--- config.mk ---
export PLATFORM = sky130hd
export DESIGN_NAME = tpd_scale
export DESIGN_NICKNAME = d
export VERILOG_FILES = /design/src/rtl/thrust_to_pwm_duty_unit_assert.svh /design/src/rtl/tpd_pkg.sv /design/src/rtl/tpd_scale.sv
export SDC_FILE = /design/constraint.sdc
export NUM_CORES = 1
export LEC_CHECK = 0
export BUFFER_PORTS_ARGS = -buffer_cell sky130_fd_sc_hd__clkbuf_2
export CELL_PAD_IN_SITES_DETAIL_PLACEMENT = 2
export CELL_PAD_IN_SITES_GLOBAL_PLACEMENT = 2
export CORE_MARGIN = 8
export CORE_UTILIZATION = 40
export CTS_BUF_LIST = sky130_fd_sc_hd__clkbuf_4 sky130_fd_sc_hd__clkbuf_8
export DETAILED_ROUTE_END_ITERATION = 6
export PLACE_DENSITY_LB_ADDON = 0.1
export SLEW_MARGIN = 20
export SYNTH_ARGS = -nofsm -noshare
export SYNTH_HDL_FRONTEND = slang
export SYNTH_SLANG_ARGS = --single-unit
--- constraint.sdc ---
create_clock -name clk -period 14.05 [get_ports clk]
set_input_delay 2.81 -clock clk [delete_from_list [all_inputs] [get_ports clk]]
set_output_delay 2.81 -clock clk [all_outputs]
set_load 0.01 [all_outputs]
--- src/rtl/thrust_to_pwm_duty_unit_assert.svh ---
// assertion macros shared by the thrust to pwm duty design
`ifndef THRUST_TO_PWM_DUTY_UNIT_ASSERT_SVH
`define THRUST_TO_PWM_DUTY_UNIT_ASSERT_SVH

// same-cycle implication, checked on every rising edge outside reset
`define TPD_ASSERT_IMP(label, ante, cons) \
  label: assert property (@(posedge clk) disable iff (rst) (ante) |-> (cons)) \
    else $error("tpd assertion failed");

// next-cycle implication
`define TPD_ASSERT_NEXT(label, ante, cons) \
  label: assert property (@(posedge clk) disable iff (rst) (ante) |=> (cons)) \
    else $error("tpd assertion failed");

`endif

--- src/rtl/tpd_pkg.sv ---
// types and constants of the thrust to pwm duty design
package tpd_pkg;

  typedef enum logic [1:0] {
    KIND_ABS  = 2'd0,
    KIND_REL  = 2'd1,
    KIND_STOP = 2'd2
  } kind_t;

  typedef enum logic [2:0] {
    REG_CURVE_A       = 3'd0,
    REG_CURVE_B       = 3'd1,
    REG_CURVE_C       = 3'd2,
    REG_FORCE_FLOOR   = 3'd3,
    REG_FORCE_CEILING = 3'd4,
    REG_TRIM_FORCE    = 3'd5
  } cfg_reg_t;

  typedef struct packed {
    logic signed [31:0] curve_a;
    logic signed [31:0] curve_b;
    logic signed [31:0] curve_c;
    logic signed [31:0] force_floor;
    logic signed [31:0] force_ceiling;
    logic signed [31:0] trim_force;
  } cfg_t;

  typedef struct packed {
    logic stop;
    logic cl;
    logic ch;
    logic err;
  } item_flags_t;

  typedef struct packed {
    item_flags_t flags;
    logic        qneg;
  } div_side_t;

  localparam int DISC_W = 67;   // discriminant width
  localparam int ROOT_W = 35;   // square root width
  localparam int MAG_W  = 53;   // dividend magnitude width
  localparam int T_W    = 54;   // signed numerator width

  localparam logic signed [T_W-1:0] IDLE_MUL  = 54'sd1000000;
  localparam logic signed [T_W-1:0] HALF_STEP = 54'sd5000;
  localparam int IDLE_NS = 1000000;

endpackage

--- src/rtl/tpd_scale.sv ---
// numerator of the pulse quotient: n = root - b, t = 1e6*a + 5000*n
module tpd_scale import tpd_pkg::*; (
  input  logic                clk,
  input  logic                rst,
  input  logic                adv,
  input  cfg_t                cfg,
  input  logic                s_valid,
  input  logic [ROOT_W-1:0]   s_root,
  input  item_flags_t         s_flags,
  output logic                m_valid,
  output logic [MAG_W-1:0]    m_mag,
  output div_side_t           m_side
);

  logic                v1, v2, v3;
  item_flags_t         fl1, fl2, fl3;
  logic signed [36:0]  n1;
  logic signed [T_W-1:0] m1a, m1b;
  logic signed [T_W-1:0] t3;
  logic signed [T_W-1:0] t_neg;

  always_ff @(posedge clk) begin
    if (rst) begin
      v1 <= 1'b0;
      v2 <= 1'b0;
      v3 <= 1'b0;
      m_valid <= 1'b0;
    end else if (adv) begin
      v1 <= s_valid;
      v2 <= v1;
      v3 <= v2;
      m_valid <= v3;
    end
  end

  assign t_neg = -t3;

  always_ff @(posedge clk) begin
    if (adv) begin
      fl1 <= s_flags;
      n1  <= $signed({2'b00, s_root}) - $signed({{5{cfg.curve_b[31]}}, cfg.curve_b});

      fl2 <= fl1;
      m1a <= $signed({{22{cfg.curve_a[31]}}, cfg.curve_a}) * IDLE_MUL;
      m1b <= $signed({{17{n1[36]}}, n1}) * HALF_STEP;

      fl3 <= fl2;
      t3  <= m1a + m1b;

      // divide magnitudes, sign applied after
      m_mag  <= t3[T_W-1] ? t_neg[MAG_W-1:0] : t3[MAG_W-1:0];
      m_side <= '{flags: fl3, qneg: t3[T_W-1] ^ cfg.curve_a[31]};
    end
  end

endmodule

==> summary.txt <==
Timing
  – Setup Viol. Count Final: 0
  – Hold Vio Cnt, Final: 0
  – Clk_skew: 42.6 ps
  – Fmax: 117 MHz
  – Final min period: 8540 ps
  – Slew HR: 0.335
  – Worst slew pin tran: 998 ps
  – Fin. max-slew vios: 0
  – TNS Setup: 0 ps
  – Final period util: 0.608
  – RSZ-0062 raised after global routing: false

Logic synthesis
  – Mean Syn Cell Area: 10.6 µm²
  – Count leader, synth: ha_1
  – Most common library cells after synthesis: ha_1 (507), inv_1 (446), edfxtp_1 (250)
  – Post-Syn Instances: ~2700
  – Seq/Total Area, Yosys: 0.269
  – Synth area leader: edfxtp_1
  – Synth warnings: 0
  – Top post-synthesis cells by area: edfxtp_1 (27%), ha_1 (23%), fa_1 (17%)
  – FFs w/ async S/R, synth: 0
  – #FFs+latches synth: 254
  – Post-synth EDFFs: 250
  – Mapped cell area: between 20000 and 30000 µm²
  – Ys flop type: edfxtp_1
  – Synth unique cells: 68
  – Top cell type's share of synthesized area: 0.267

Die
  – Core ar.: around 70000 µm²
  – I/O pin cnt: a little under 300
  – Std-Cell Rows: 97
  – Die outline height: 281 µm
  – Die width: 281 µm
  – Initial Util: 0.403
  – Die area: between 70000 and 80000 µm²

Clock tree
  – Total CTS buffers: 47
  – Post_cts resized: 0
  – Clk root buf: clkbuf_8
  – CTS tree: built
  – Clock Sinks: ~250
  – H-tree depth: 2
  – Post-CTS setup buffer count: 0
  – Clock-pin slew on the worst setup and hold paths: 60 ps
  – Post-CTS Hold Fix Bufs: 0
  – Clock Path Buffers: 3
  – Worst skew pair latency: 630 ps

Routing
  – DRC violations left: 0
  – DR pass1 iterations: 4
  – Routed WL: 77.3 mm
  – Antenna Violating Nets Remaining: 0
  – Via/cell ratio: 5.24
  – DR iter-0 viols: 629
  – DR WL/cell: 20.2 µm
  – Vias post-DR: 20000

Setup path
  – Worst Path Max Fanout: 8
  – Most used cell, CP: ha_1
  – Worst Setup SP: cfg[164]
  – Critical path class: primary input to flop
  – Largest stage delay, worst path: 710 ps
  – Worst-path cell chain: clkbuf_2, ha_1, xor2_1, ha_1, fa_1, fa_1, fa_1, ha_1, ha_1, a21oi_1, a21oi_1, a211oi_1, a21oi_1, o31ai_1, o2111ai_1, nand2_1, o311ai_0, xor2_1
  – Cells on worst reg2reg path: 17
  – Worst EP required: 14320 ps
  – CP Launch Type: primary input
  – Worst Path Arrival: between 8000 and 9000 ps
  – Stages on the worst setup path: 18
  – CP max stage cell: xor2_1
  – CP top delay family: adder cells
  – Worst R2R Start: n1[10]
  – Worst Setup End Kind: flop
  – WP buf/inv: 1

Global routing
  – Initial antenna violation count: 0
  – Global-route wire length before repair: approximately 130 mm
  – Number of global-route vias before repair: 23700
  – Total global routing overflow: 0
  – GRT Util Overall: 0.199
  – Largest net degree at the start of global routing: 130

Placement
  – Gpl congestion: 0.828
  – DP HPWL: approximately 67 mm
  – Buffers on Ports: 162

Cells and area
  – Fill cells: 7465
  – Area delta synth->final: 9.94%
  – Share of post-route cells with drive strength above 1: 0.0903
  – Fin nets: 3827

Hold path
  – Hold path depth: 0
  – Worst hold start: fl3[1]
  – HP Class: flop to flop

Outcome
  – Status: finished, final reports clean

Flow run
  – MaxCap Viol Count: 0
## cell families after synthesis
kind of cell	synth area share
xor gates and xnor gates	0.0684
other	0.000133
muxes	0.00178
AOI/OAI and AO/OA	0.130
and+or+nand+nor	0.0675
DFF	0.269
adders and majority gates	0.398
buffers and inverters	0.0650
## flip-flops by register name, indices dropped and copies added (netlist names)
name and count:
n1 37, v2 1, m_mag 50, fl3 4, m_side 5, v3 1, m1b 48, m_valid 1
t3 51, fl2 4, m1a 47, fl1 4, v1 1
## per-stage QoR
stage / std cells / hold WS (ps) / util / instance area [µm²] / worst slack [ps]
4_1_cts: 3818 / 422 / 0.443 / 30900 / 5610
5_1_grt: 3818 / 431 / 0.443 / 30900 / 5260
3_5_place_dp: 3733 / 405 / 0.430 / 30000 / 4970
3_3_place_gp: 3733 / 402 / 0.430 / 30000 / 5100
6_report: 3819 / 419 / 0.443 / 31000 / 5510
2_1_floorplan: 2665 / 400 / - / 28200 / 6160
## layout by cell type, fill, tap and decap left out, drive strengths merged, types with 5 or more instances in the layout
cell type,synthesis,final
a221oi,7,7
clkinv,0,15
o31ai,28,28
or3,19,19
a21oi,153,153
nor2b,16,16
a211oi,16,16
fa,243,243
a21boi,6,6
nor3,30,30
or4,6,6
and3,18,18
a21o,101,101
o21a,12,12
o41ai,8,8
and2,6,6
nand2b,10,10
o211ai,14,14
nand4,26,26
nand3,33,33
a31oi,19,19
edfxtp,250,250
nor2,91,91
inv,446,448
o21bai,32,32
nand2,115,115
xnor2,144,144
a2111oi,5,5
mux2i,5,5
or2,6,6
a211o,6,6
ha,507,507
xor2,76,76
o31a,6,6
buf,6,5
clkbuf,32,227
o21ai,107,107
## layer usage
| metal | vias to the layer above | GRT usage | share of wire |
|---|---|---|---|
| met5 | - | 0 | 0 |
| met4 | 0 | 0.0700 | 0.037 |
| met1 | 10000 | 0.240 | 0.43 |
| li1 | 9638 | - | - |
| met2 | 232 | 0.362 | 0.50 |
| met3 | 114 | 0.0264 | 0.029 |
## final cells by class
type / instances / area [µm²] / share of cell area
Multi-Input combinational cell: 1927 / 18700 / 0.606
Sequential cell: 254 / 7590 / 0.245
Inverter: 446 / 1670 / 0.0541
Tap cell: 940 / 1180 / 0.0380
Timing Repair Buffer: 166 / 851 / 0.0275
Clock buffer: 66 / 796 / 0.0257
Clock inverter: 19 / 123 / 0.00396
Antenna cell: 1 / 2.50 / 0.0000808
## final timing paths
| path | endpoint | slack, ps |
|---|---|---|
| min reg2reg | m_side[2] | 420 |
| max | m1a[51] | 5510 |
| min | m_side[2] | 420 |
| max reg2reg | m1b[45] | 7740 |
Power is not shown: default switching activity piles up to over one toggle a cycle in this logic, so the estimate is an artifact.
